$ cat src/rau_pkg.sv
// shared constants for the rational arithmetic unit
package rau_pkg;

  localparam logic [1:0] KIND_ADD = 2'd0;
  localparam logic [1:0] KIND_SUB = 2'd1;
  localparam logic [1:0] KIND_MUL = 2'd2;
  localparam logic [1:0] KIND_DIV = 2'd3;

  localparam logic [1:0] ST_OK   = 2'd0;
  localparam logic [1:0] ST_ZDEN = 2'd1;
  localparam logic [1:0] ST_DIV0 = 2'd2;
  localparam logic [1:0] ST_OVF  = 2'd3;

  localparam logic [1:0] PH_A = 2'd0;
  localparam logic [1:0] PH_B = 2'd1;
  localparam logic [1:0] PH_R = 2'd2;

endpackage

$ cat src/rau_div.sv
// iterative restoring divider, one quotient bit per cycle
module rau_div #(
  parameter int DW = 64
) (
  input  logic          clk,
  input  logic          rst,
  input  logic          start,
  input  logic [DW-1:0] dividend,
  input  logic [DW-1:0] divisor,
  output logic          busy,
  output logic          done,
  output logic [DW-1:0] quot,
  output logic [DW-1:0] rem
);

  localparam int CW = $clog2(DW + 1);

  logic [DW-1:0] q;
  logic [DW-1:0] r;
  logic [DW-1:0] dvs;
  logic [CW-1:0] cnt;
  logic [DW:0]   trial;

  assign trial = {r, q[DW-1]} - {1'b0, dvs};
  assign busy  = (cnt != '0);
  assign quot  = q;
  assign rem   = r;

  always_ff @(posedge clk) begin
    if (rst) begin
      cnt  <= '0;
      done <= 1'b0;
    end else begin
      done <= 1'b0;
      if (start) begin
        q   <= dividend;
        r   <= '0;
        dvs <= divisor;
        cnt <= CW'(DW);
      end else if (cnt != '0) begin
        if (!trial[DW]) begin
          r <= trial[DW-1:0];
          q <= {q[DW-2:0], 1'b1};
        end else begin
          r <= {r[DW-2:0], q[DW-1]};
          q <= {q[DW-2:0], 1'b0};
        end
        cnt <= cnt - 1'b1;
        if (cnt == CW'(1)) begin
          done <= 1'b1;
        end
      end
    end
  end

endmodule

$ cat src/rational_arithmetic_unit.sv
// top level: sequencer, shared multiplier and gcd reduction around one divider
//
//  channel | signals                               | transaction
//  in      | in_valid in_ready kind a_* b_*        | two fractions and an operation
//  out     | out_valid out_ready res_num res_den   | reduced fraction and status
//           status
//
// three gcd reductions, each a series of remainder steps plus two quotients
// on the shared divider, plus three multiplies and the control states per
// transaction
// in_ready only in idle; a finished result waits in the output register
// synchronous reset clears the sequencer and the output valid
module rational_arithmetic_unit #(
  parameter int OPERAND_WIDTH = 32
) (
  input  logic        clk,
  input  logic        rst,
  input  logic        in_valid,
  output logic        in_ready,
  input  logic [1:0]  kind,
  input  logic [31:0] a_num,
  input  logic [31:0] a_den,
  input  logic [31:0] b_num,
  input  logic [31:0] b_den,
  output logic        out_valid,
  input  logic        out_ready,
  output logic [31:0] res_num,
  output logic [30:0] res_den,
  output logic [1:0]  status
);

  localparam int W  = OPERAND_WIDTH;
  localparam int DW = 2 * OPERAND_WIDTH;

  localparam logic [3:0] S_IDLE  = 4'd0;
  localparam logic [3:0] S_RED   = 4'd1;
  localparam logic [3:0] S_GCD   = 4'd2;
  localparam logic [3:0] S_NUM   = 4'd3;
  localparam logic [3:0] S_DEN   = 4'd4;
  localparam logic [3:0] S_STORE = 4'd5;
  localparam logic [3:0] S_MUL1  = 4'd6;
  localparam logic [3:0] S_MUL2  = 4'd7;
  localparam logic [3:0] S_MUL3  = 4'd8;
  localparam logic [3:0] S_COMB  = 4'd9;
  localparam logic [3:0] S_OUT   = 4'd10;

  function automatic logic [W-1:0] mag(input logic [W-1:0] v);
    mag = v[W-1] ? (~v + 1'b1) : v;
  endfunction

  logic [3:0]    state;
  logic [1:0]    phase;
  logic [1:0]    kind_q;
  logic [1:0]    st_q;
  logic [W-1:0]  an, ad, bn, bd;
  logic          aneg, bneg, rneg;
  logic [DW-1:0] rn, rd, x;
  logic [DW-1:0] m1, m2, m3;

  logic          div_start, div_busy, div_done;
  logic [DW-1:0] div_dividend, div_divisor, div_quot, div_rem;

  logic [W-1:0]  mul_a, mul_b;
  logic [DW-1:0] prod;

  logic          s1, s2, ovf;
  logic [DW-1:0] sum_nm;
  logic          sum_neg;
  logic          in_zden;

  rau_div #(.DW(DW)) u_div (
    .clk      (clk),
    .rst      (rst),
    .start    (div_start),
    .dividend (div_dividend),
    .divisor  (div_divisor),
    .busy     (div_busy),
    .done     (div_done),
    .quot     (div_quot),
    .rem      (div_rem)
  );

  assign in_ready = (state == S_IDLE);
  assign in_zden  = (a_den[W-1:0] == '0) || (b_den[W-1:0] == '0);
  assign prod     = mul_a * mul_b;
  assign ovf      = (rn[DW-1:W-1] != '0) || (rd[DW-1:W-1] != '0);

  // divider drive per sequencer step
  always_comb begin
    div_start    = 1'b0;
    div_dividend = rd;
    div_divisor  = rn;
    unique case (state)
      S_RED: begin
        div_start = (rn != '0) && (rd != '0);
      end
      S_GCD: begin
        if (div_done) begin
          div_start = 1'b1;
          if (div_rem == '0) begin
            div_dividend = rn;
            div_divisor  = x;
          end else begin
            div_dividend = x;
            div_divisor  = div_rem;
          end
        end
      end
      S_NUM: begin
        div_start    = div_done;
        div_dividend = rd;
        div_divisor  = x;
      end
      default: begin
        div_start = 1'b0;
      end
    endcase
  end

  // shared multiplier operand select
  always_comb begin
    mul_a = an;
    mul_b = bd;
    unique case (state)
      S_MUL1: begin
        mul_a = an;
        mul_b = (kind_q == rau_pkg::KIND_MUL) ? bn : bd;
      end
      S_MUL2: begin
        mul_a = bn;
        mul_b = ad;
      end
      S_MUL3: begin
        mul_a = ad;
        mul_b = (kind_q == rau_pkg::KIND_DIV) ? bn : bd;
      end
      default: begin
        mul_a = an;
        mul_b = bd;
      end
    endcase
  end

  // signed add or subtract of the cross products
  always_comb begin
    s1 = aneg;
    s2 = (kind_q == rau_pkg::KIND_SUB) ? !bneg : bneg;
    if (m2 == '0) begin
      s2 = s1;
    end
    if (m1 == '0) begin
      s1 = s2;
    end
    if (s1 == s2) begin
      sum_nm  = m1 + m2;
      sum_neg = s1;
    end else if (m1 >= m2) begin
      sum_nm  = m1 - m2;
      sum_neg = s1;
    end else begin
      sum_nm  = m2 - m1;
      sum_neg = s2;
    end
  end

  always_ff @(posedge clk) begin
    if (rst) begin
      state     <= S_IDLE;
      out_valid <= 1'b0;
      phase     <= rau_pkg::PH_A;
    end else begin
      if (out_valid && out_ready && (state != S_OUT)) begin
        out_valid <= 1'b0;
      end
      unique case (state)
        S_IDLE: begin
          if (in_valid) begin
            kind_q <= kind;
            if (in_zden) begin
              st_q  <= rau_pkg::ST_ZDEN;
              rn    <= '0;
              rd    <= '0;
              rneg  <= 1'b0;
              state <= S_OUT;
            end else begin
              rn    <= DW'(mag(a_num[W-1:0]));
              rd    <= DW'(mag(a_den[W-1:0]));
              rneg  <= a_num[W-1] ^ a_den[W-1];
              bn    <= mag(b_num[W-1:0]);
              bd    <= mag(b_den[W-1:0]);
              bneg  <= b_num[W-1] ^ b_den[W-1];
              phase <= rau_pkg::PH_A;
              state <= S_RED;
            end
          end
        end
        S_RED: begin
          if ((rn == '0) || (rd == '0)) begin
            rn    <= '0;
            rd    <= DW'(1);
            rneg  <= 1'b0;
            state <= S_STORE;
          end else begin
            x     <= rn;
            state <= S_GCD;
          end
        end
        S_GCD: begin
          if (div_done) begin
            if (div_rem == '0) begin
              state <= S_NUM;
            end else begin
              x <= div_rem;
            end
          end
        end
        S_NUM: begin
          if (div_done) begin
            rn    <= div_quot;
            state <= S_DEN;
          end
        end
        S_DEN: begin
          if (div_done) begin
            rd    <= div_quot;
            state <= S_STORE;
          end
        end
        S_STORE: begin
          priority case (phase)
            rau_pkg::PH_A: begin
              an    <= rn[W-1:0];
              ad    <= rd[W-1:0];
              aneg  <= rneg;
              rn    <= DW'(bn);
              rd    <= DW'(bd);
              rneg  <= bneg;
              phase <= rau_pkg::PH_B;
              state <= S_RED;
            end
            rau_pkg::PH_B: begin
              bn   <= rn[W-1:0];
              bd   <= rd[W-1:0];
              bneg <= rneg;
              if ((kind_q == rau_pkg::KIND_DIV) && (rn == '0)) begin
                st_q  <= rau_pkg::ST_DIV0;
                rn    <= '0;
                rd    <= '0;
                rneg  <= 1'b0;
                state <= S_OUT;
              end else begin
                state <= S_MUL1;
              end
            end
            default: begin
              if (ovf) begin
                st_q <= rau_pkg::ST_OVF;
                rn   <= '0;
                rd   <= '0;
                rneg <= 1'b0;
              end else begin
                st_q <= rau_pkg::ST_OK;
              end
              state <= S_OUT;
            end
          endcase
        end
        S_MUL1: begin
          m1    <= prod;
          state <= S_MUL2;
        end
        S_MUL2: begin
          m2    <= prod;
          state <= S_MUL3;
        end
        S_MUL3: begin
          m3    <= prod;
          state <= S_COMB;
        end
        S_COMB: begin
          if ((kind_q == rau_pkg::KIND_ADD) || (kind_q == rau_pkg::KIND_SUB)) begin
            rn   <= sum_nm;
            rneg <= sum_neg;
          end else begin
            rn   <= m1;
            rneg <= aneg ^ bneg;
          end
          rd    <= m3;
          phase <= rau_pkg::PH_R;
          state <= S_RED;
        end
        S_OUT: begin
          if (!out_valid || out_ready) begin
            res_num   <= rneg ? (32'd0 - 32'(rn[W-2:0])) : 32'(rn[W-2:0]);
            res_den   <= 31'(rd[W-2:0]);
            status    <= st_q;
            out_valid <= 1'b1;
            state     <= S_IDLE;
          end
        end
        default: begin
          state <= S_IDLE;
        end
      endcase
    end
  end

  a_div_start_idle: assert property (@(posedge clk) disable iff (rst)
    div_start |-> !div_busy)
    else $error("divider restarted while busy");

  a_err_zero: assert property (@(posedge clk) disable iff (rst)
    (out_valid && (status != rau_pkg::ST_OK)) |-> ((res_num == 32'd0) && (res_den == 31'd0)))
    else $error("error result carries a value");

  a_one_at_a_time: assert property (@(posedge clk) disable iff (rst)
    (in_valid && in_ready) |=> !in_ready)
    else $error("second transaction taken while busy");

endmodule

$ cat config.mk
export PLATFORM = sky130hd
export DESIGN_NAME = rational_arithmetic_unit
export DESIGN_NICKNAME = d
export VERILOG_FILES = /design/src/rau_pkg.sv /design/src/rau_div.sv /design/src/rational_arithmetic_unit.sv
export SDC_FILE = /design/constraint.sdc
export NUM_CORES = 2
export LEC_CHECK = 0
export BUFFER_PORTS_ARGS = -buffer_cell sky130_fd_sc_hd__buf_2
export CAP_MARGIN = 10
export CORE_MARGIN = 4
export CORE_UTILIZATION = 29
export DETAILED_ROUTE_END_ITERATION = 10
export PLACE_DENSITY = 0.46
export SLEW_MARGIN = 0
export SYNTH_ARGS = -nofsm -noshare
export SYNTH_HDL_FRONTEND = slang
export SYNTH_SLANG_ARGS = --single-unit
export TNS_END_PERCENT = 20
$ cat constraint.sdc
create_clock -name clk -period 12.5 [get_ports clk]
set_input_delay 2.5 -clock clk [delete_from_list [all_inputs] [get_ports clk]]
set_output_delay 2.5 -clock clk [all_outputs]
set_load 0.005 [all_outputs]
==> metrics.md <==
| Metric | Value |
|---|---|
| Run status | `completed` |
| Buffers from clock root to sink, at most | `3` |
| Cell type with the highest aggregate area in the netlist | `sky130_fd_sc_hd__edfxtp_1` |
| Class of the tightest hold or removal check | `reg2reg` |
| DR vias | `73300` |
| Initial antenna violation count | `57` |
| Aggregate global-route resource usage | `26.4%` |
| Overflow left after global routing | `0` |
| DRC marker count from the first detailed-route iteration | `9537` |
| Critical path capture point type | `flip-flop` |
| Slowest Stage Delay on Critical Path | `0.84 ns` |
| Clk root buf | `sky130_fd_sc_hd__clkbuf_16` |
| Count of max-cap constraint violations | `0` |
| Layout cells sized above 1 | `7.57%` |
| Area of the multi-input gates | `53800 um^2` |
| Num Clock Sinks | `791` |
| Number of enable-type register cells in the synthesized netlist | `776` |
| Wire length of the first global-routing pass | `565000 um` |
| Clock tree from TritonCTS | `yes` |
| Post-synthesis register bit count | `791` |
| Core Region | `286000 um^2` |
| H-Tree Level Count | `3` |
| Flip-flop and latch area | `23600 um^2` |
| Main flop type after synthesis | `sky130_fd_sc_hd__edfxtp_1` |
| Most common cell type on the critical path | `sky130_fd_sc_hd__fa_1` |
| Total die area | `297000 um^2` |
| Syn Std Cell Area | `83700 um^2` |
| Fill cell instance count of the final layout | `29800` |
| Slowest-stage cell, CP | `sky130_fd_sc_hd__nor3_1` |
| Startpoint-to-endpoint class of the critical path | `reg2reg` |
| Worst Setup Slack, final | `0.245 ns` |
| Critical path's top delay family | `adder cells` |
| Count of buffers inserted at the top-level ports | `200` |
| Post-synthesis area per instance | `9.12 um^2` |
| Required time worst endpoint | `13.01 ns` |
| Arrival time of data at the critical path endpoint | `12.76 ns` |
| Setup slack after placement | `0.368 ns` |
| Via count of the first global-routing pass | `72000` |
| Minimum clock period after layout | `12.26 ns` |
| Total Neg Setup Slack | `0 ns` |
| Number of setup buffers added after CTS | `0` |
| Worst Path Max Fanout | `19` |
| Number of iterations in the first detailed-routing pass | `10` |
| Filler-free cell count of the finished design | `13100` |
| Dominant cells by area after synthesis | `sky130_fd_sc_hd__edfxtp_1 28%, sky130_fd_sc_hd__fa_1 22%, sky130_fd_sc_hd__ha_1 7.8%` |
| Max Clock Skew | `0.102 ns` |
| Synthesized netlist net count | `10700` |
| Starting utilization of the core area | `29.2%` |
| Top library cells by usage in the layout, fill and taps aside | `1221 x sky130_fd_sc_hd__inv_1, 1034 x sky130_fd_sc_hd__nand2_1, 1022 x sky130_fd_sc_hd__nor2_1` |
| CTS clk-pin slew, worst paths | `0.06 ns` |
| Measured slew at the worst slew-check pin | `1.39 ns` |
| Placer congestion estimate | `1.00` |
| Most common library cell in the layout ignoring fill and taps | `sky130_fd_sc_hd__inv_1` |
| Max Transition Viols Final | `0` |
| Routed wire length | `404000 um` |
| Inserted Clock Buffers | `97` |
| Area share of the leading cell type in the synthesized netlist | `27.8%` |
| Area growth from synthesis to layout | `11.1%` |
| Unrepaired setup endpoints after global routing | `false` |
| Floorplan die width | `545 um` |
| Cell variety after synth | `88` |
| Cells after Synth | `9172` |
| Top Ports | `201` |
| Chip Height | `545 um` |
| # setup viols final | `0` |
| Placement Rows | `196` |
| Yosys warning total | `0` |
| Buffering stage count on the worst path with inverters included | `5` |
| Antenna Violating Nets Remaining | `0` |
| # DRC | `0` |
| Worst-skew pair later-pin latency | `0.78 ns` |
| Detail-routed via count per cell | `5.61` |
| Net count reported at finish | `10800` |
| Proportion of register bits with asynchronous set or reset after synthesis | `0%` |
| Critical path startpoint category | `flip-flop` |
| Final HPWL from detailed placement | `328000 um` |
| Hold violation count in the final report | `0` |
| Upper clock frequency limit | `81.6 MHz` |
| Seq/Total Area, Yosys | `28.2%` |
| Fin crit share | `98.0%` |
| Wire length per cell after detailed routing | `30.9 um` |
| Max_slew headroom | `6.61%` |
| Largest net degree at the start of global routing | `84` |
| Placed cell count | `12900` |
routing by layer:
metal	wire length [um]	GRT usage, %	vias up
met4	23200	12.4	14
met2	178000	40.4	3801
met1	171000	36.3	37600
li1	-	-	31200
met5	105	0	-
met3	32200	4.24	636
logic make-up (layout without fill, tap and decap cells):
| group | after synthesis | count (layout) | synth area share (%) |
|---|---|---|---|
| xor+xnor | 338 | 338 | 3.54 |
| flops | 791 | 791 | 28.2 |
| simple gates | 2744 | 2744 | 14.3 |
| fa+ha+maj | 1424 | 1424 | 29.4 |
| compound gates | 2044 | 2044 | 15.6 |
| other cells | 0 | 17 | 0 |
| mux | 90 | 90 | 1.08 |
| buf+inv | 1741 | 1857 | 7.93 |
Yosys cell counts (87+ instances only):
| cell | count |
|---|---|
| sky130_fd_sc_hd__inv_1 | 1221 |
| sky130_fd_sc_hd__nand2_1 | 1039 |
| sky130_fd_sc_hd__nor2_1 | 1030 |
| sky130_fd_sc_hd__fa_1 | 900 |
| sky130_fd_sc_hd__edfxtp_1 | 776 |
| sky130_fd_sc_hd__a21oi_1 | 670 |
| sky130_fd_sc_hd__ha_1 | 524 |
| sky130_fd_sc_hd__clkbuf_1 | 455 |
| sky130_fd_sc_hd__o21ai_0 | 443 |
| sky130_fd_sc_hd__xnor2_1 | 181 |
| sky130_fd_sc_hd__xor2_1 | 157 |
| sky130_fd_sc_hd__a222oi_1 | 127 |
| sky130_fd_sc_hd__a21o_1 | 121 |
| sky130_fd_sc_hd__nor4_1 | 120 |
| sky130_fd_sc_hd__a22oi_1 | 87 |
| sky130_fd_sc_hd__mux2i_1 | 87 |
final timing paths:
kind                                from   endpoint  slack, ns  cells past startpoint
worst max-delay path            state[3]     m2[62]       0.24                     31
worst min-delay path             st_q[0]  status[0]       0.43                      0
worst max register to register  state[3]     m2[62]       0.24                     31
worst min register to register   st_q[0]  status[0]       0.43                      0
area by class of cell:
type                            instances  share of cell area (%)
Clock buffer                          117                    2.73
Sequential cell                       791                    25.4
Tap cell                             3762                    5.06
Multi-Input combinational cell       6640                    57.8
Clock inverter                         66                   0.867
Timing Repair Buffer                  451                    3.13
Antenna cell                           17                  0.0457
Inverter                             1223                    4.94
metrics by stage:
step	utilization, %	hold WS, ns	area [um^2]
5_1_grt	32.5	0.440	93000
3_5_place_dp	31.3	0.418	89600
2_1_floorplan	-	0.400	83700
3_3_place_gp	31.3	0.418	89600
4_1_cts	32.5	0.433	92900
6_report	32.5	0.431	93000
state kept, by name, summed over array words and instances (netlist names), 7 cells and up:
signal and cells:
m1 64, m2 64, m3 64, rd 64, rn 64, u_div.dvs 64
u_div.quot 64, u_div.rem 64, x 64, ad 32, an 32, bd 32
bn 32, res_num 32, res_den 31, u_div.cnt 7
repair_timing:
item	in CTS	in global routing
endpoints found under the setup margin	0	9
hold buffers	0	0
gates resized for setup	0	2
Power is left out: the tool's default activity adds up to more than one toggle a clock period on the data nets, which glitch-free logic cannot reach.
